[config.mk]
export PLATFORM = sky130hd
export DESIGN_NAME = bencode_value_end_scanner_flat
export DESIGN_NICKNAME = d
export VERILOG_FILES = /design/src/hdl/bvs_pkg.sv /design/src/hdl/bvs_if.sv /design/src/hdl/bencode_value_end_scanner.sv /design/src/flat_wrapper.sv
export SDC_FILE = /design/constraint.sdc
export NUM_CORES = 1
export LEC_CHECK = 0
export BUFFER_PORTS_ARGS = -buffer_cell sky130_fd_sc_hd__buf_2
export CAP_MARGIN = 15
export CORE_MARGIN = 5
export CORE_UTILIZATION = 58
export CTS_CLUSTER_SIZE = 14
export DETAILED_ROUTE_END_ITERATION = 16
export HOLD_SLACK_MARGIN = 0.03
export PLACE_DENSITY = 0.76
export SLEW_MARGIN = 5
export SYNTH_ARGS = -nofsm -noshare
export SYNTH_HDL_FRONTEND = slang
export SYNTH_SLANG_ARGS = --single-unit
[constraint.sdc]
create_clock -name clk -period 7.2 [get_ports clk]
set_clock_uncertainty 0.15 [all_clocks]
set_input_delay 1.44 -clock clk [delete_from_list [all_inputs] [get_ports clk]]
set_output_delay 1.44 -clock clk [all_outputs]
set_load 0.005 [all_outputs]
[src/hdl/bvs_pkg.sv]
// Shared types and constants for the bencode value end scanner.
package bvs_pkg;

  // Deepest container nesting accepted before flagging overflow.
  localparam int MAX_DEPTH   = 64;
  // Widest string length field; longer lengths are flagged as errors.
  localparam int LENGTH_BITS = 32;
  // Nesting depth counter width, enough to hold MAX_DEPTH itself.
  localparam int DEPTH_W     = $clog2(MAX_DEPTH + 1);
  // Width of the saturating byte count.
  localparam int COUNT_W     = 32;

  localparam logic [7:0] CH_DICT  = 8'h64;  // 'd'
  localparam logic [7:0] CH_LIST  = 8'h6C;  // 'l'
  localparam logic [7:0] CH_INT   = 8'h69;  // 'i'
  localparam logic [7:0] CH_END   = 8'h65;  // 'e'
  localparam logic [7:0] CH_ZERO  = 8'h30;  // '0'
  localparam logic [7:0] CH_NINE  = 8'h39;  // '9'

  typedef enum logic [1:0] {
    ST_SCAN  = 2'd0,
    ST_DONE  = 2'd1,
    ST_BAD   = 2'd2,
    ST_TRUNC = 2'd3
  } bvs_status_t;

endpackage

[src/hdl/bvs_if.sv]
// Valid/ready channel interfaces for the byte input and the status output.
interface bvs_in_if;
  logic       valid;
  logic       ready;
  logic [7:0] byte_value;
  logic       last_byte;

  modport source (output valid, output byte_value, output last_byte, input ready);
  modport sink   (input valid, input byte_value, input last_byte, output ready);
endinterface

interface bvs_out_if;
  logic                        valid;
  logic                        ready;
  logic [1:0]                  scan_status;
  logic [bvs_pkg::COUNT_W-1:0] bytes_consumed;

  modport source (output valid, output scan_status, output bytes_consumed, input ready);
  modport sink   (input valid, input scan_status, input bytes_consumed, output ready);
endinterface

[src/hdl/bencode_value_end_scanner.sv]
// Top level of the bencode value end scanner: parser state, output register and skid stage.
//
// The scanner takes one byte of a bencoded stream per request on in_ch and
// returns one status request per byte on out_ch: 0 scanning, 1 the first
// complete top-level value ends on this byte, 2 bad character, unmatched 'e',
// nesting deeper than MAX_DEPTH or a string length wider than LENGTH_BITS,
// 3 the byte flagged last_byte left the value unfinished. bytes_consumed is
// the saturating count of bytes of the current value including this one.
// Any status other than 0 returns the scanner to idle, so the next byte
// starts a new value counted from 1. Throughput is one byte per cycle while
// in_ch.ready is high. The parser state update (a times-ten length
// accumulate, a depth step and a counter increment) sits between the input
// handshake and the output register. A two-deep output (register plus skid
// stage) keeps accepting while a result waits; in_ch.ready drops only when
// both are full. No clearing pass follows reset.
module bencode_value_end_scanner (
  input  logic            clk,
  input  logic            rst_n,
  bvs_in_if.sink          in_ch,
  bvs_out_if.source       out_ch
);

  typedef enum logic [1:0] {
    MODE_VALUE,   // expecting a value or a closing 'e'
    MODE_INT,     // inside an integer, waiting for 'e'
    MODE_LEN,     // reading string length digits
    MODE_SKIP     // skipping string body bytes
  } mode_t;

  localparam int ACC_W = bvs_pkg::LENGTH_BITS + 4;

  // Parser state
  mode_t                           mode_r, mode_nxt;
  logic [bvs_pkg::DEPTH_W-1:0]     depth_r, depth_nxt;
  logic [bvs_pkg::LENGTH_BITS-1:0] remain_r, remain_nxt;
  logic [bvs_pkg::COUNT_W-1:0]     count_r, count_nxt;

  // Output register and skid stage
  logic                        out_valid_r;
  bvs_pkg::bvs_status_t        out_status_r;
  logic [bvs_pkg::COUNT_W-1:0] out_count_r;
  logic                        skid_valid_r;
  bvs_pkg::bvs_status_t        skid_status_r;
  logic [bvs_pkg::COUNT_W-1:0] skid_count_r;

  logic                        accept;
  logic                        out_free;
  logic                        is_digit;
  logic [3:0]                  digit;
  logic [ACC_W-1:0]            len_acc;
  logic                        len_ovf;
  logic [bvs_pkg::COUNT_W-1:0] count_inc;
  bvs_pkg::bvs_status_t        status;

  assign in_ch.ready = !skid_valid_r;
  assign accept      = in_ch.valid && in_ch.ready;
  assign out_free    = !out_valid_r || out_ch.ready;

  assign is_digit = (in_ch.byte_value >= bvs_pkg::CH_ZERO) &&
                    (in_ch.byte_value <= bvs_pkg::CH_NINE);
  assign digit    = 4'(in_ch.byte_value - bvs_pkg::CH_ZERO);

  // remain * 10 + digit as shift-and-add; any bit above the length field is overflow
  assign len_acc = ACC_W'({remain_r, 3'b000}) + ACC_W'({remain_r, 1'b0}) +
                   ACC_W'(digit);
  assign len_ovf = |len_acc[ACC_W-1:bvs_pkg::LENGTH_BITS];

  assign count_inc = (&count_r) ? count_r : count_r + bvs_pkg::COUNT_W'(1);

  always_comb begin
    mode_nxt   = mode_r;
    depth_nxt  = depth_r;
    remain_nxt = remain_r;
    status     = bvs_pkg::ST_SCAN;
    case (mode_r)
      MODE_VALUE: begin
        if (in_ch.byte_value == bvs_pkg::CH_DICT ||
            in_ch.byte_value == bvs_pkg::CH_LIST) begin
          if (depth_r >= bvs_pkg::DEPTH_W'(bvs_pkg::MAX_DEPTH)) begin
            status = bvs_pkg::ST_BAD;
          end else begin
            depth_nxt = depth_r + bvs_pkg::DEPTH_W'(1);
          end
        end else if (in_ch.byte_value == bvs_pkg::CH_END) begin
          if (depth_r == '0) begin
            status = bvs_pkg::ST_BAD;   // unmatched close
          end else begin
            depth_nxt = depth_r - bvs_pkg::DEPTH_W'(1);
            if (depth_r == bvs_pkg::DEPTH_W'(1)) status = bvs_pkg::ST_DONE;
          end
        end else if (in_ch.byte_value == bvs_pkg::CH_INT) begin
          mode_nxt = MODE_INT;
        end else if (is_digit) begin
          remain_nxt = bvs_pkg::LENGTH_BITS'(digit);
          mode_nxt   = MODE_LEN;
        end else begin
          status = bvs_pkg::ST_BAD;
        end
      end
      MODE_INT: begin
        if (in_ch.byte_value == bvs_pkg::CH_END) begin
          if (depth_r == '0) status = bvs_pkg::ST_DONE;
          else               mode_nxt = MODE_VALUE;
        end
      end
      MODE_LEN: begin
        if (is_digit) begin
          if (len_ovf) status = bvs_pkg::ST_BAD;
          else         remain_nxt = len_acc[bvs_pkg::LENGTH_BITS-1:0];
        end else if (remain_r == '0) begin
          // empty string ends on its colon
          if (depth_r == '0) status = bvs_pkg::ST_DONE;
          else               mode_nxt = MODE_VALUE;
        end else begin
          mode_nxt = MODE_SKIP;   // colon taken unchecked
        end
      end
      MODE_SKIP: begin
        remain_nxt = remain_r - bvs_pkg::LENGTH_BITS'(1);
        if (remain_r == bvs_pkg::LENGTH_BITS'(1)) begin
          if (depth_r == '0) status = bvs_pkg::ST_DONE;
          else               mode_nxt = MODE_VALUE;
        end
      end
      default: status = bvs_pkg::ST_BAD;
    endcase

    if (status == bvs_pkg::ST_SCAN && in_ch.last_byte) status = bvs_pkg::ST_TRUNC;

    count_nxt = count_inc;
    if (status != bvs_pkg::ST_SCAN) begin
      // value finished one way or another: back to idle
      mode_nxt   = MODE_VALUE;
      depth_nxt  = '0;
      remain_nxt = '0;
      count_nxt  = '0;
    end
  end

  always_ff @(posedge clk) begin
    if (!rst_n) begin
      mode_r       <= MODE_VALUE;
      depth_r      <= '0;
      remain_r     <= '0;
      count_r      <= '0;
      out_valid_r  <= 1'b0;
      skid_valid_r <= 1'b0;
    end else begin
      if (accept) begin
        mode_r   <= mode_nxt;
        depth_r  <= depth_nxt;
        remain_r <= remain_nxt;
        count_r  <= count_nxt;
      end
      if (out_free) begin
        if (skid_valid_r) begin
          // drain skid first; input is held off while it is full
          out_valid_r  <= 1'b1;
          out_status_r <= skid_status_r;
          out_count_r  <= skid_count_r;
          skid_valid_r <= 1'b0;
        end else begin
          out_valid_r <= accept;
          if (accept) begin
            out_status_r <= status;
            out_count_r  <= count_inc;
          end
        end
      end else if (accept) begin
        skid_valid_r  <= 1'b1;
        skid_status_r <= status;
        skid_count_r  <= count_inc;
      end
    end
  end

  assign out_ch.valid          = out_valid_r;
  assign out_ch.scan_status    = out_status_r;
  assign out_ch.bytes_consumed = out_count_r;

endmodule

[src/flat_wrapper.sv]
// flat-port wrapper written by rule: the top's interface ports become plain ports
module bencode_value_end_scanner_flat 
  (clk, rst_n, in_ch_valid, in_ch_byte_value, in_ch_last_byte, in_ch_ready, out_ch_valid, out_ch_scan_status, out_ch_bytes_consumed, out_ch_ready);
  bvs_in_if in_ch_i ();
  bvs_out_if out_ch_i ();
  input  logic clk;
  input  logic rst_n;
  input wire logic [$bits(in_ch_i.valid)-1:0] in_ch_valid;
  input wire logic [$bits(in_ch_i.byte_value)-1:0] in_ch_byte_value;
  input wire logic [$bits(in_ch_i.last_byte)-1:0] in_ch_last_byte;
  output wire logic [$bits(in_ch_i.ready)-1:0] in_ch_ready;
  output wire logic [$bits(out_ch_i.valid)-1:0] out_ch_valid;
  output wire logic [$bits(out_ch_i.scan_status)-1:0] out_ch_scan_status;
  output wire logic [$bits(out_ch_i.bytes_consumed)-1:0] out_ch_bytes_consumed;
  input wire logic [$bits(out_ch_i.ready)-1:0] out_ch_ready;
  assign in_ch_i.valid = in_ch_valid;
  assign in_ch_i.byte_value = in_ch_byte_value;
  assign in_ch_i.last_byte = in_ch_last_byte;
  assign in_ch_ready = in_ch_i.ready;
  assign out_ch_valid = out_ch_i.valid;
  assign out_ch_scan_status = out_ch_i.scan_status;
  assign out_ch_bytes_consumed = out_ch_i.bytes_consumed;
  assign out_ch_i.ready = out_ch_ready;
  bencode_value_end_scanner u_core (.clk(clk), .rst_n(rst_n), .in_ch(in_ch_i), .out_ch(out_ch_i));
endmodule
---- Word-level counts from Yosys, hierarchy flattened ----
Cells that the tools add are included.
word-level totals
  bits of input ports ..................... 13
  ROM bits ................................ 0
  word-level logic and storage cells ...... 114
  bits in latches ......................... 0
  memories ................................ 0
  output and inout port bits .............. 36
  RAM bits ................................ 0
  bits in registers ....................... 143
cells by class
  add/sub/neg operators ................... 7
  reduce and logical (&&, ||, !) cells .... 24
  multiply operators ...................... 0
  eq/ne operators ......................... 21
  mux-type cells .......................... 47
  bitwise operators ....................... 2
  divide/modulo/power cells ............... 0
  magnitude comparators ................... 3
  shift operators ......................... 0
operator list
  operator                                                                             number
  32-bit 2-to-1 mux                                                                    11
  32-bit one-hot mux with 3 select lines                                               1
  2-bit 2-to-1 mux                                                                     22
  7-bit 2-to-1 mux                                                                     6
  35-bit by 33-bit adder with 36-bit output                                            1
  36-bit by 4-bit adder with 36-bit output                                             1
  32-bit by 1-bit adder with 32-bit output, second input constant                      1
  32-bit by 1-bit == test with 1-bit output, second input constant                     1
  8-bit by 7-bit == test with 1-bit output, second input constant                      4
  32-bit logical NOT                                                                   1
  32-bit AND reduction                                                                 1
  32-bit by 1-bit subtractor with 32-bit output, second input constant                 1
  3-bit != test, second input constant                                                 6
  2-bit one-hot mux with 4 select lines                                                2
  3-bit by 1-bit != test with 1-bit output, second input constant                      4
  8-bit by 6-bit greater-or-equal comparator with 1-bit output, second input constant  1
  8-bit by 6-bit less-or-equal comparator with 1-bit output, second input constant     1
  8-bit AND reduction                                                                  1
  7-bit by 1-bit adder with 7-bit output, second input constant                        1
  7-bit by 1-bit == test with 1-bit output, second input constant                      1
  7-bit greater-or-equal comparator, second input constant                             1
  7-bit logical NOT                                                                    1
  7-bit AND reduction                                                                  1
  7-bit by 1-bit subtractor with 7-bit output, second input constant                   1
  other kinds (18)                                                                     32

---- Longest topological paths before layout ----
Gate-level depths: netlist (run 1).
  depth after elaboration ................. 13
  depth in mapped cells ................... 15
  mapped depth without buffers ............ 13

---- Worst setup path after synthesis (run 1) ----
OpenSTA, ideal clock, no wires.
  kind .................................... input to register
  from .................................... input port rst_n
  to ...................................... register u_core.out_count_r (netlist bit u_core.out_ch.bytes_consumed[0]) (enable)
  library setup time ...................... 0.475 ns
  arrival time ............................ 4.235 ns
  path buffers ............................ 1
  data required time ...................... 6.575 ns
  stages on the path ...................... 3
  setup slack ............................. 2.341 ns
  cell sequence ........................... inv_1 clkbuf_1 nor3b_1
on the way
  cells in the longest elaborated chain, start to end .. 1
RTL lines
  what                           line                              source
  start, declared                flat_wrapper.sv:7                 input logic rst_n;
  3-bit AND reduction (no line)  -
  end signal, assigned           bencode_value_end_scanner.sv:160  out_count_r <= skid_count_r;
  end signal, assigned           bencode_value_end_scanner.sv:166  out_count_r <= count_inc;
  end, declared                  bencode_value_end_scanner.sv:41   logic [bvs_pkg::COUNT_W-1:0] out_count_r;
No other way between the ends.
A chain may end at the register's enable or synchronous reset.

---- Worst setup path in the final report (run 1) ----
  from .................................... input port in_ch_byte_value[3]
  to ...................................... register u_core.remain_r[28] (netlist name)
on the way
  cells in the longest elaborated chain, start to end .. 13
  elaborated cells on any way between the ends .. 35
  classes of those cells .................. add/sub (2); order compare (2); eq/ne (10); mux (13); reduce/logical (8)
RTL lines
  what                                                                               line                              source
  start, declared                                                                    flat_wrapper.sv:9                 input wire logic [$bits(in_ch_i.byte_value)-1:0] in_ch_byte_value;
  branches (longest 13 deep; another with 36-bit by 4-bit adder with 36-bit output)  -
  end signal, assigned                                                               bencode_value_end_scanner.sv:152  remain_r <= remain_nxt;
  end, declared                                                                      bencode_value_end_scanner.sv:35   logic [bvs_pkg::LENGTH_BITS-1:0] remain_r, remain_nxt;
Several ways; the timed one is not identified. The select of a mux whose other input is x is not followed.

==> key figures, run 1 <==
Final layout
  • Layout cell share with drive strength beyond 1: about an eighth
  • Layout net count: between 1,000 and 1,500
  • Area overhead of the layout relative to synthesis: 9.482%
  • Most used cells in the layout excluding fill and tap cells: sky130_fd_sc_hd__nor2_1, sky130_fd_sc_hd__nand2_1, sky130_fd_sc_hd__a21oi_1
  • Leading cell type in the layout, fill and taps excluded: sky130_fd_sc_hd__nor2_1
  • Utilization after layout: 64.60%
  • Non-filler instance count after layout: 1,345
  • Number of diodes: 0

Detailed routing
  • Max Used Layer: met4
  • Vias after detailed routing: 8,398
  • Per-cell routed wire length: approximately 18 um
  • Remaining antenna violation count: 0
  • Vias per cell: 6.244
  • Number of optimization iterations in the first detailed-route pass: 7
  • Met1 Wirelength: 10,300 um
  • Residual DRC: 0
  • Detailed router's first-iteration violation count: roughly 650
  • Met2 WL: ~12,000 um
  • Routed wire length: 24,170 um
  • WL met3: about 1300 um

Worst hold path
  • Path category of the worst min-delay check: flip-flop to flip-flop
  • Hold EP: u_core.count_r[6]
  • Hold Startpoint: u_core.count_r[6]
  • Instance count along the most critical hold path: 2

Global routing
  • Pin count of the biggest net entering global routing: 58
  • First-pass GRT wire length: between 30,000 and 40,000 um
  • Number of global-route vias before repair: 7,809
  • Total GRT Usage: 24.14%
  • Overall overflow remaining after global route: 0
  • Antenna violations before repair: 0

STA
  • Max_slew headroom: 28.37%
  • Final Critical Period: 5.428 ns
  • Peak Freq: 184.2 MHz
  • Fin worst setup slack: between 1.5 and 2 ns
  • Final Hold Vio Count: 0
  • Number of max-slew violations in the final report: 0
  • RSZ-0062 raised after global routing: no
  • Sum of negative setup slack: 0 ns
  • Pin slew with the least headroom to its limit: 1.071 ns
  • Final-report setup violation count: 0
  • Share of the clock period used by the worst path after layout: 75.39%
  • Hold_ws: 0.3533 ns

Floorplan
  • Die W: 139.7 um
  • Initial core utilization: 59.01%
  • Row count: 47
  • Vertical die dimension: 139.7 um
  • I/O pin cnt: 49
  • Area of the core: 16,520 sq um
  • Die Area: roughly 20,000 sq um

Worst setup path
  • Sort of element at the end of the critical path: flip-flop
  • Required time worst endpoint: about 7.4 ns
  • Startpoint types: input port
  • Critical path class: input port to flip-flop
  • R2r startpoint: u_core.remain_r[0]
  • Destination of the worst register-to-register timing path: u_core.remain_r[28]
  • Slack of the worst reg-to-reg path: 2.33 ns
  • First element of the critical path: in_ch_byte_value[3]
  • Critical path arrival: 5.61 ns
  • Cells on worst reg2reg path: 13
  • Largest fanout on the critical path: 21

Place
  • Last weighted congestion value of the routability-driven placer: 0.9747
  • DP Cell Count: 1,313
  • Count of port buffers added during placement: 48
  • Placed wire-length estimate after detailed placement: 17,220 um
  • Worst setup slack before clock tree synthesis: 1.343 ns

Logic synthesis
  • Post-synthesis cell count: 1,090
  • Post-synthesis cell area: 9751 sq um
  • Prevailing post-synth register cell: sky130_fd_sc_hd__dfxtp_1
  • Fraction of the yosys area taken by sequential cells: 36.34%
  • #FFs+latches synth: 143
  • Number of different library cells in the post-synthesis netlist: 85
  • Syn_nets: 1,175
  • Mean cell area of the mapped netlist: slightly below 9 sq um
  • Yosys warning count: 0
  • Fraction of registers with async set/reset: 0%
  • Number of enable flip-flop cells after synthesis: 68

Run
  • Max-cap violations: 0

Clock tree
  • H-Tree Level Count: 4
  • Root buf cell: sky130_fd_sc_hd__clkbuf_16
  • CTS sink cnt: 143
  • # hold bufs at CTS: 0
  • Skew-Pair Late Insertion Delay: 0.43 ns
  • Max Buffers Root-to-Sink: 2
  • Post-CTS Setup Bufs: 0
  • CTS buffer count: 17
  • Clock tree from TritonCTS: yes
  • Total of cells resized after clock tree synthesis: 0
  • Clock transition time at the flip-flop clock pins of the worst setup and hold paths: 0.06 ns

Pwr
  • Total power per unit cell area: 174.0 nW/um^2
  • Static leakage power: 4.338 nW
  • Highest ir drop seen on vdd: 0.0001823 V

Run status
  • Outcome: complete, no violations
## worst max path at each step
stage                                 endpoint  slack (ns)
2_1_floorplan  u_core.out_ch.bytes_consumed[0]        2.34
3_3_place_gp               u_core.remain_r[28]        1.48
3_5_place_dp               u_core.remain_r[28]        1.34
4_1_cts                    u_core.remain_r[28]        1.79
5_1_grt                    u_core.remain_r[28]        1.52
6_report                   u_core.remain_r[28]        1.77
## state kept, by name, summed over array words and instances (netlist names)
signal and count:
u_core.skid_valid_r 1, u_core.skid_count_r 32, u_core.out_ch.valid 1, u_core.out_ch.bytes_consumed 32, u_core.remain_r 32, u_core.depth_r 7, u_core.out_ch.scan_status 2, u_core.count_r 32
u_core.skid_status_r 2, u_core.mode_r 2
## stage by stage
step	power [W]	area [sq um]
detailed placement	0.0009620	10080
floorplan	0.0009335	9751
finish	0.001858	10680
CTS	0.001864	10680
global route	0.001913	10680
global placement	0.0009594	10080
## cell families after synthesis
family / after synthesis / share of synthesized area, %
AOI/OAI and AO/OA: 275 / 18.08
DFF: 143 / 36.34
adders and majority gates: 72 / 9.393
muxes: 40 / 4.543
and+or+nand+nor: 404 / 20.88
buffers and inverters: 74 / 3.400
xor gates and xnor gates: 82 / 7.366
## routing by layer
metal / vias to the layer above / track usage [%]
met5: - / 0
met4: 0 / 10.25
met3: 72 / 4.837
met2: 266 / 40.97
met1: 3969 / 30.01
li1: 4091 / -
## critical path, cell delays in order
cell and delay (ns):
sky130_fd_sc_hd__buf_2 0.14, sky130_fd_sc_hd__inv_1 0.07, sky130_fd_sc_hd__fa_1 0.53, sky130_fd_sc_hd__inv_1 0.07, sky130_fd_sc_hd__fa_1 0.47, sky130_fd_sc_hd__a211o_1 0.33, sky130_fd_sc_hd__a21oi_1 0.24, sky130_fd_sc_hd__or4_1 0.16
sky130_fd_sc_hd__nand3_1 0.16, sky130_fd_sc_hd__a311oi_1 0.37, sky130_fd_sc_hd__o21ai_1 0.17, sky130_fd_sc_hd__o21ai_2 0.47, sky130_fd_sc_hd__nand3_2 0.60, sky130_fd_sc_hd__o31ai_1 0.39
## synth_stat cells, types with 20 or more instances
library cell / instances / area share, %
sky130_fd_sc_hd__mux2_2: 34 / 3.9
sky130_fd_sc_hd__o21ai_0: 48 / 2.5
sky130_fd_sc_hd__clkbuf_1: 29 / 1.1
sky130_fd_sc_hd__nand4_1: 20 / 1.3
sky130_fd_sc_hd__xor2_1: 42 / 3.8
sky130_fd_sc_hd__nand3_1: 28 / 1.4
sky130_fd_sc_hd__xnor2_1: 40 / 3.6
sky130_fd_sc_hd__dfxtp_1: 75 / 15
sky130_fd_sc_hd__edfxtp_1: 68 / 21
sky130_fd_sc_hd__nand2_1: 100 / 3.8
sky130_fd_sc_hd__a21oi_1: 77 / 4.0
sky130_fd_sc_hd__inv_1: 21 / 0.81
sky130_fd_sc_hd__o21ai_1: 40 / 2.1
sky130_fd_sc_hd__nor3_1: 53 / 2.7
sky130_fd_sc_hd__ha_1: 70 / 9.0
sky130_fd_sc_hd__nor2_1: 105 / 4.0
## report_power, final
group / switching (W) / leakage (nW) / internal (W)
Clock: 0.000363 / 0.289 / 0.000549
Sequential: 0.00000441 / 1.20 / 0.000860
Combinational: 0.0000539 / 2.85 / 0.0000271
Total: 0.000422 / 4.34 / 0.00144
## cell type report
type,count,area (sq um)
Clock inverter,12,160.2
Multi-Input combinational cell,873,5883
Sequential cell,143,3545
Timing Repair Buffer,55,292.8
Fill cell,1367,5849
Tap cell,220,275.3
Inverter,22,82.58
Clock buffer,20,436.7
(Power assumes the default switching activity.)
==> run 2: changes to the inputs <==
Settings changed: CORE_UTILIZATION 58 to 57, PLACE_DENSITY 0.76 to 0.78.
Clock period 7.2 ns to 4.5 ns, I/O delays scaled along.
==> run 2 against run 1 <==
Net effect: die area up 1.6%; first-iteration DRC count up 45%; clock power up 52%; critical endpoint is now u_core.count_r[2]; register-to-register slack worse by 2.1 ns; highest routed layer unchanged; sequential power up 60%; clock-buffer cell count down 3; flip-flop and latch count unchanged.
==> key figures, run 2 (synthesis results as in run 1) <==
Run status
  • Outcome: complete, no violations (unchanged)

Clock tree
  • # hold bufs at CTS: 0 (unchanged)
  • Max Buffers Root-to-Sink: 2 (unchanged)
  • Clock tree from TritonCTS: yes (unchanged)
  • CTS sink cnt: 143 (unchanged)
  • Clock transition time at the flip-flop clock pins of the worst setup and hold paths: 0.07 ns (was 0.06 ns)
  • Total of cells resized after clock tree synthesis: 0 (unchanged)
  • Post-CTS Setup Bufs: 0 (unchanged)
  • Skew-Pair Late Insertion Delay: 0.43 ns (about the same)
  • CTS buffer count: 17 (unchanged)
  • Root buf cell: sky130_fd_sc_hd__clkbuf_16 (unchanged)
  • H-Tree Level Count: 4 (unchanged)

Floorplan
  • Area of the core: 16,700 sq um (was 16,520 sq um)
  • Row count: 47 (unchanged)
  • I/O pin cnt: 49 (unchanged)
  • Die W: 140.8 um (was 139.7 um)
  • Die Area: 19,820 sq um (was 19,500 sq um)
  • Vertical die dimension: 140.8 um (was 139.7 um)
  • Initial core utilization: 58.38% (was 59.01%)

Global routing
  • Pin count of the biggest net entering global routing: 34 (was 58)
  • Antenna violations before repair: 0 (unchanged)
  • Overall overflow remaining after global route: 0 (unchanged)
  • Number of global-route vias before repair: 8,083 (was 7,809)
  • Total GRT Usage: 24.29% (was 24.14%)
  • First-pass GRT wire length: 40,180 um (was 38,870 um)

Worst setup path
  • Total stage count of the critical path: 14 (unchanged)
  • Largest fanout on the critical path: 11 (was 21)
  • Sort of element at the end of the critical path: flip-flop (unchanged)
  • Critical path class: input port to flip-flop (unchanged)
  • Critical path arrival: 4.44 ns (was 5.61 ns)
  • Cells on worst reg2reg path: 11 (was 13)
  • Buf/Inv on CP: 3 (unchanged)
  • Startpoint types: input port (unchanged)
  • Required time worst endpoint: 4.71 ns (was 7.38 ns)
  • Stage delay of the slowest cell on the critical path: 0.53 ns (was 0.60 ns)
  • Cells along the critical path: buf_2 > inv_1 > fa_1 > inv_1 > fa_1 > a211o_1 > a21oi_1 > or4_1 > nand3_1 > a311oi_1 > o21ai_1 > o21ai_2 > and2_1 > a32o_1 (was buf_2 > inv_1 > fa_1 > inv_1 > fa_1 > a211o_1 > a21oi_1 > or4_1 > nand3_1 > a311oi_1 > o21ai_1 > o21ai_2 > nand3_2 > o31ai_1)
  • Top delay family on crit path: compound AO/OA/AOI/OAI gates (unchanged)
  • Cell at the slowest stage of the critical path: sky130_fd_sc_hd__fa_1 (was sky130_fd_sc_hd__nand3_2)

STA
  • Final-report setup violation count: 0 (unchanged)
  • Final Hold Vio Count: 0 (unchanged)
  • Number of max-slew violations in the final report: 0 (unchanged)
  • Peak Freq: 236.3 MHz
  • RSZ-0062 raised after global routing: no (unchanged)
  • Max_slew headroom: 31.25% (was 28.37%)
  • Pin slew with the least headroom to its limit: 1.027 ns (was 1.071 ns)
  • Final Critical Period: 4.231 ns
  • Share of the clock period used by the worst path after layout: 94.03%

Final layout
  • Layout cell share with drive strength beyond 1: 14.70% (was 13.07%)
  • Leading cell type in the layout, fill and taps excluded: sky130_fd_sc_hd__nor2_1 (unchanged)
  • Filler cell count: 1,380 (was 1,367)
  • Non-filler instance count after layout: 1,363 (was 1,345)
  • Number of diodes: 0 (unchanged)
  • Area overhead of the layout relative to synthesis: 10.95% (was 9.482%)
  • Layout net count: 1,215 (was 1,197)
  • Most used cells in the layout excluding fill and tap cells: sky130_fd_sc_hd__nor2_1, sky130_fd_sc_hd__nand2_1, sky130_fd_sc_hd__a21oi_1 (unchanged)

Detailed routing
  • Detailed router's first-iteration violation count: 944 (was 652)
  • Remaining antenna violation count: 0 (unchanged)
  • Per-cell routed wire length: 17.48 um (was 17.97 um)
  • Number of optimization iterations in the first detailed-route pass: 5 (was 7)
  • Routed wire length: 23,830 um (was 24,170 um)
  • Vias after detailed routing: 8,624 (was 8,398)
  • Vias per cell: 6.327 (was 6.244)
  • Residual DRC: 0 (unchanged)

Place
  • Last weighted congestion value of the routability-driven placer: 0.9289 (was 0.9747)
  • Placed wire-length estimate after detailed placement: 17,440 um (was 17,220 um)
  • Count of port buffers added during placement: 48 (unchanged)
  • DP Cell Count: 1,331 (was 1,313)

Pwr
  • Internal Pwr Total: 0.002167 W (was 0.001436 W)
  • Static leakage power: 4.435 nW (was 4.338 nW)
  • Highest ir drop seen on vdd: 0.0002427 V (was 0.0001823 V)
  • Clock network fraction of design power: 47.8% (was 49.1%)
  • Total power per unit cell area: 268.2 nW/um^2 (was 174.0 nW/um^2)
  • Sw Pwr: 0.0007349 W (was 0.0004217 W)
  • Total power draw: 0.002901 W (was 0.001858 W)
  • Switching Fraction: 25.33% (was 22.70%)
  • Seq pwr share: 47.6% (was 46.5%)
  • Combinational group share of total power: 4.6% (was 4.4%)

Run
  • Max-cap violations: 0 (unchanged)

Worst hold path
  • Instance count along the most critical hold path: 2 (unchanged)
  • Path category of the worst min-delay check: flip-flop to flip-flop (unchanged)
## run 2: tightest hold or removal path: stages (launching register included)
cell and delay, ns:
sky130_fd_sc_hd__dfxtp_1 0.33, sky130_fd_sc_hd__nand2_1 0.06, sky130_fd_sc_hd__o21ai_0 0.06
## run 2: metal layers
layer  up-vias  global-route usage, %  part of all wire (%)
li1       4118                      -                     -
met1      4130                  34.65                    46
met2       344                  38.51                    45
met3        32                  4.030                   6.9
met4         0                  6.323                   1.6
met5         -                      0                     0
## run 2: final cells by class
class,count,area [sq um],area share (%)
inverters,22,82.58,0.7634
repair buffers,73,440.4,4.071
flip-flops and latches,143,3545,32.77
clock buffers,17,425.4,3.932
clock inverters,15,166.4,1.538
multi-input cells,873,5883,54.38
well taps,220,275.3,2.545
## run 2: per-stage QoR
step                hold slack [ns]  utilization, %  TNS (ns)  worst slack [ns]  instance area, sq um
CTS                          0.3497           64.77         0            0.2977                 10820
global route                 0.3912           64.77         0          0.006060                 10820
finish                       0.3462           64.77         0            0.2687                 10820
floorplan                    0.3102               -         0            0.1807                  9751
global placement             0.3263           61.23   -0.4510          -0.04230                 10230
detailed placement           0.3400           61.23    -1.368           -0.1293                 10230
## run 2: path summary, 6_finish.rpt
check	start	to	slack, ns
worst max-delay path	in_ch_byte_value[3]	u_core.count_r[2]	0.27
worst min register to register	u_core.count_r[6]	u_core.count_r[6]	0.35
worst max register to register	u_core.remain_r[10]	u_core.count_r[2]	0.28
worst min-delay path	u_core.count_r[6]	u_core.count_r[6]	0.35
## run 2: power groups by stage
stage / Combinational, W / Clock [W] / Sequential, W
6_report: 0.000132 / 0.00139 / 0.00138
5_1_grt: 0.000145 / 0.00148 / 0.00138
4_1_cts: 0.000132 / 0.00141 / 0.00138
3_5_place_dp: 0.000131 / 0 / 0.00141
3_3_place_gp: 0.000128 / 0 / 0.00141
2_1_floorplan: 0.0000813 / 0 / 0.00141
==> run 3: changes to the inputs <==
Settings changed: ABC_AREA from default to 1, CTS_CLUSTER_DIAMETER from default to 60.
==> run 3 against run 2 <==
Net effect: cell count rose by 32%; cell area rose by 5.8%; combinational power rose to 4.8 times the previous value; fmax rose by 3.3%; worst setup slack improved by 0.14 ns; synthesized cell count rose by 38%; wire length rose by 14%; synthesized area rose by 6.0%; core utilization fell by 0.84 points; highest routed layer unchanged; first-iteration DRC count rose by 11%; global-route usage rose by 1.9 points; non-clock buffer count fell by 10.
==> key figures, run 3 <==
Run status
  • Outcome: complete, no violations (unchanged)

Logic synthesis
  • Prevailing post-synth register cell: sky130_fd_sc_hd__dfxtp_1 (unchanged)
  • Number of different library cells in the post-synthesis netlist: 52 (was 85)
  • Top cell type's share of synthesized area: 19.76% (was 20.94%)
  • #FFs+latches synth: 143 (unchanged)
  • Fraction of the yosys area taken by sequential cells: 34.29% (was 36.34%)
  • Post-synthesis cell area: 10,330 sq um (was 9751 sq um)
  • Cell with the most instances after synthesis: sky130_fd_sc_hd__nand2_1 (was sky130_fd_sc_hd__nor2_1)
  • Top cell types by occurrence after synthesis: sky130_fd_sc_hd__nand2_1, sky130_fd_sc_hd__nor2_1, sky130_fd_sc_hd__inv_1, sky130_fd_sc_hd__a21oi_1, sky130_fd_sc_hd__dfxtp_1 (was sky130_fd_sc_hd__nor2_1, sky130_fd_sc_hd__nand2_1, sky130_fd_sc_hd__a21oi_1, sky130_fd_sc_hd__dfxtp_1, sky130_fd_sc_hd__ha_1)
  • Post-synthesis cell count: 1,509 (was 1,090)
  • Library cell with the largest summed area after synthesis: sky130_fd_sc_hd__edfxtp_1 (unchanged)
  • Syn_nets: 1,594 (was 1,175)
  • Yosys warning count: 0 (unchanged)
  • Number of enable flip-flop cells after synthesis: 68 (unchanged)
  • Top cells by area in the synthesized netlist: sky130_fd_sc_hd__edfxtp_1, sky130_fd_sc_hd__nand2_1, sky130_fd_sc_hd__dfxtp_1 (was sky130_fd_sc_hd__edfxtp_1, sky130_fd_sc_hd__dfxtp_1, sky130_fd_sc_hd__ha_1)
  • Mean cell area of the mapped netlist: 6.848 sq um (was 8.946 sq um)
  • Fraction of registers with async set/reset: 0% (unchanged)

Global routing
  • Total GRT Usage: 26.14% (was 24.29%)
  • Antenna violations before repair: 0 (unchanged)
  • Overall overflow remaining after global route: 0 (unchanged)
  • Number of global-route vias before repair: 9,026 (was 8,083)
  • Pin count of the biggest net entering global routing: 46 (was 34)
  • First-pass GRT wire length: 44,070 um (was 40,180 um)

Clock tree
  • CTS sink cnt: 143 (unchanged)
  • Clock transition time at the flip-flop clock pins of the worst setup and hold paths: 0.06 ns (was 0.07 ns)
  • Total of cells resized after clock tree synthesis: 0 (unchanged)
  • CTS buffer count: 17 (unchanged)
  • Post-CTS Setup Bufs: 0 (unchanged)
  • Skew-Pair Late Insertion Delay: 0.43 ns (about the same)
  • Root buf cell: sky130_fd_sc_hd__clkbuf_16 (unchanged)
  • # hold bufs at CTS: 0 (unchanged)
  • H-Tree Level Count: 4 (unchanged)
  • Clock tree from TritonCTS: yes (unchanged)
  • Max Buffers Root-to-Sink: 2 (unchanged)

Final layout
  • Non-filler instance count after layout: 1,793 (was 1,363)
  • Number of diodes: 0 (unchanged)
  • Layout cell share with drive strength beyond 1: 9.399% (was 14.70%)
  • Filler cell count: 1,604 (was 1,380)
  • Most used cells in the layout excluding fill and tap cells: sky130_fd_sc_hd__nand2_1, sky130_fd_sc_hd__nor2_1, sky130_fd_sc_hd__inv_1 (was sky130_fd_sc_hd__nor2_1, sky130_fd_sc_hd__nand2_1, sky130_fd_sc_hd__a21oi_1)
  • Layout net count: 1,636 (was 1,215)
  • Leading cell type in the layout, fill and taps excluded: sky130_fd_sc_hd__nand2_1 (was sky130_fd_sc_hd__nor2_1)
  • Area overhead of the layout relative to synthesis: 10.76% (was 10.95%)
  • Utilization after layout: 63.94% (was 64.77%)
  • Final Instance Area: 11,450 sq um (was 10,820 sq um)

Worst hold path
  • Hold Startpoint: u_core.count_r[31] (was u_core.count_r[6])
  • Path category of the worst min-delay check: flip-flop to flip-flop (unchanged)
  • Instance count along the most critical hold path: 2 (unchanged)
  • Hold EP: u_core.count_r[31] (was u_core.count_r[6])

Detailed routing
  • Per-cell routed wire length: 15.09 um (was 17.48 um)
  • WL met3: 1455 um (was 1645 um)
  • Routed wire length: 27,060 um (was 23,830 um)
  • Detailed router's first-iteration violation count: 1,048 (was 944)
  • Vias per cell: 5.570 (was 6.327)
  • Residual DRC: 0 (unchanged)
  • Met2 WL: 12,500 um (was 10,810 um)
  • Remaining antenna violation count: 0 (unchanged)
  • Vias after detailed routing: 9,987 (was 8,624)
  • Number of optimization iterations in the first detailed-route pass: 5 (unchanged)
  • Met1 Wirelength: 12,640 um (was 10,990 um)
  • Max Used Layer: met4 (unchanged)

Worst setup path
  • Stage delay of the slowest cell on the critical path: 0.54 ns (was 0.53 ns)
  • Buf/Inv on CP: 4 (was 3)
  • Required time worst endpoint: 4.71 ns (about the same)
  • Critical path arrival: 4.31 ns (was 4.44 ns)
  • R2r startpoint: u_core.remain_r[2] (was u_core.remain_r[10])
  • Startpoint types: input port (unchanged)
  • Critical path class: input port to flip-flop (unchanged)
  • Slack of the worst reg-to-reg path: 0.52 ns (was 0.28 ns)
  • Total stage count of the critical path: 24 (was 14)
  • Largest fanout on the critical path: 23 (was 11)
  • Cell at the slowest stage of the critical path: sky130_fd_sc_hd__fa_1 (unchanged)
  • Cells on worst reg2reg path: 23 (was 11)
  • Sort of element at the end of the critical path: flip-flop (unchanged)
  • CP most frequent cell: sky130_fd_sc_hd__nand2_1
  • Destination of the worst register-to-register timing path: u_core.mode_r[0] (was u_core.count_r[2])
  • Top delay family on crit path: simple AND/OR/NAND/NOR gates (was compound AO/OA/AOI/OAI gates)
  • Cells along the critical path: buf_2 > inv_1 > fa_1 > inv_1 > fa_1 > nand3_1 > nand3_2 > nand2_1 > nand2_1 > nand2_1 > nand2_2 > nand2_1 > nand2_1 > nand2_1 > nand2_1 > nor2_1 > nand2_1 > nand2_2 > nand4_4 > inv_2 > o21ai_0 > nand3_1 > nand2_1 > nor2_1 (was buf_2 > inv_1 > fa_1 > inv_1 > fa_1 > a211o_1 > a21oi_1 > or4_1 > nand3_1 > a311oi_1 > o21ai_1 > o21ai_2 > and2_1 > a32o_1)

Floorplan
  • Area of the core: 17,900 sq um (was 16,700 sq um)
  • Die Area: 20,920 sq um (was 19,820 sq um)
  • Initial core utilization: 57.72% (was 58.38%)
  • I/O pin cnt: 49 (unchanged)
  • Die W: 144.6 um (was 140.8 um)
  • Row count: 49 (was 47)
  • Vertical die dimension: 144.6 um (was 140.8 um)

Pwr
  • Highest ir drop seen on vdd: 0.0003192 V (was 0.0002427 V)
  • Total power draw: 0.003601 W (was 0.002901 W)
  • Static leakage power: 5.394 nW (was 4.435 nW)
  • Total power per unit cell area: 314.6 nW/um^2 (was 268.2 nW/um^2)

Place
  • Last weighted congestion value of the routability-driven placer: 0.9629 (was 0.9289)
  • Placed wire-length estimate after detailed placement: 19,480 um (was 17,440 um)
  • DP Cell Count: 1,761 (was 1,331)
  • Count of port buffers added during placement: 48 (unchanged)
  • Post-detailed-placement cell area: 10,830 sq um (was 10,230 sq um)

STA
  • Number of max-slew violations in the final report: 0 (unchanged)
  • Final Hold Vio Count: 0 (unchanged)
  • Share of the clock period used by the worst path after layout: 91.00% (was 94.03%)
  • Final Critical Period: 4.095 ns (was 4.231 ns)
  • Peak Freq: 244.2 MHz (was 236.3 MHz)
  • RSZ-0062 raised after global routing: no (unchanged)
  • Sum of negative setup slack: 0 ns (unchanged)
  • Final-report setup violation count: 0 (unchanged)
  • Pin slew with the least headroom to its limit: 1.031 ns (was 1.027 ns)
  • Max_slew headroom: 31.07% (was 31.25%)

Run
  • Max-cap violations: 0 (unchanged)
-- run 3: cell types whose count changed in the layout (fill, tap and decap cells not counted), moves of 22 or more --
cell / previous run / this run
sky130_fd_sc_hd__nand2_1: 100 / 463
sky130_fd_sc_hd__inv_1: 21 / 146
sky130_fd_sc_hd__nor2_1: 104 / 197
sky130_fd_sc_hd__nand3_1: 28 / 68
sky130_fd_sc_hd__mux2_2: 34 / 0
sky130_fd_sc_hd__o21ai_1: 40 / 14
sky130_fd_sc_hd__nor3_1: 53 / 31
sky130_fd_sc_hd__xnor2_1: 40 / 18
-- run 3: cells by family after synthesis --
logic type,count (synthesis),synth area share (%)
buffers and inverters,196,7.337
AO/OA/AOI/OAI,220,11.99
adder cells (fa/ha/maj),72,8.863
XOR/XNOR,45,3.814
flip-flops,143,34.29
AND/OR/NAND/NOR,833,33.71
-- run 3: power by group --
part | switching [W] | leakage, nW | internal, W | total (W)
Clock | 0.000568 | 0.299 | 0.000929 | 0.00150
Sequential | 0.0000606 | 1.28 | 0.00141 | 0.00147
Combinational | 0.000417 | 3.82 | 0.000218 | 0.000635
-- run 3: through the flow --
step                setup WS (ns)  hold WS (ns)
global placement          0.09289        0.3158
floorplan                  0.5906        0.3084
CTS                        0.4242        0.3399
finish                     0.4050        0.3416
global route              0.06630        0.3730
detailed placement       0.002606        0.3313
-- run 3: layer usage --
| layer | GRT usage, % | up-vias |
|---|---|---|
| met5 | 0 | - |
| met4 | 7.609 | 0 |
| met2 | 42.40 | 298 |
| met1 | 36.56 | 4607 |
| li1 | - | 5039 |
| met3 | 3.604 | 43 |
-- run 3: worst max-delay path by stage --
stage	end	slack (ns)	startpoint
4_1_cts	u_core.mode_r[0]	0.42	in_ch_byte_value[3]
3_3_place_gp	u_core.mode_r[0]	0.09	in_ch_byte_value[3]
6_report	u_core.mode_r[0]	0.40	in_ch_byte_value[3]
3_5_place_dp	u_core.depth_r[0]	0.003	in_ch_byte_value[3]
2_1_floorplan	u_core.remain_r[9]	0.59	in_ch_byte_value[3]
5_1_grt	u_core.mode_r[0]	0.07	in_ch_byte_value[3]
-- run 3: area by class of cell --
type | instances | area [sq um] | share of cell area, %
Clock buffer | 19 | 432.9 | 3.782
Clock inverter | 13 | 185.2 | 1.618
Inverter | 156 | 585.6 | 5.116
Multi-Input combinational cell | 1170 | 6047 | 52.83
Sequential cell | 143 | 3543 | 30.96
Tap cell | 229 | 286.5 | 2.503
Timing Repair Buffer | 63 | 365.4 | 3.192
-- run 3: tightest hold or removal path, cell delays in order, from the launching register on --
cell and delay (ns):
sky130_fd_sc_hd__dfxtp_1 0.32, sky130_fd_sc_hd__nand2_1 0.07, sky130_fd_sc_hd__a21oi_1 0.06
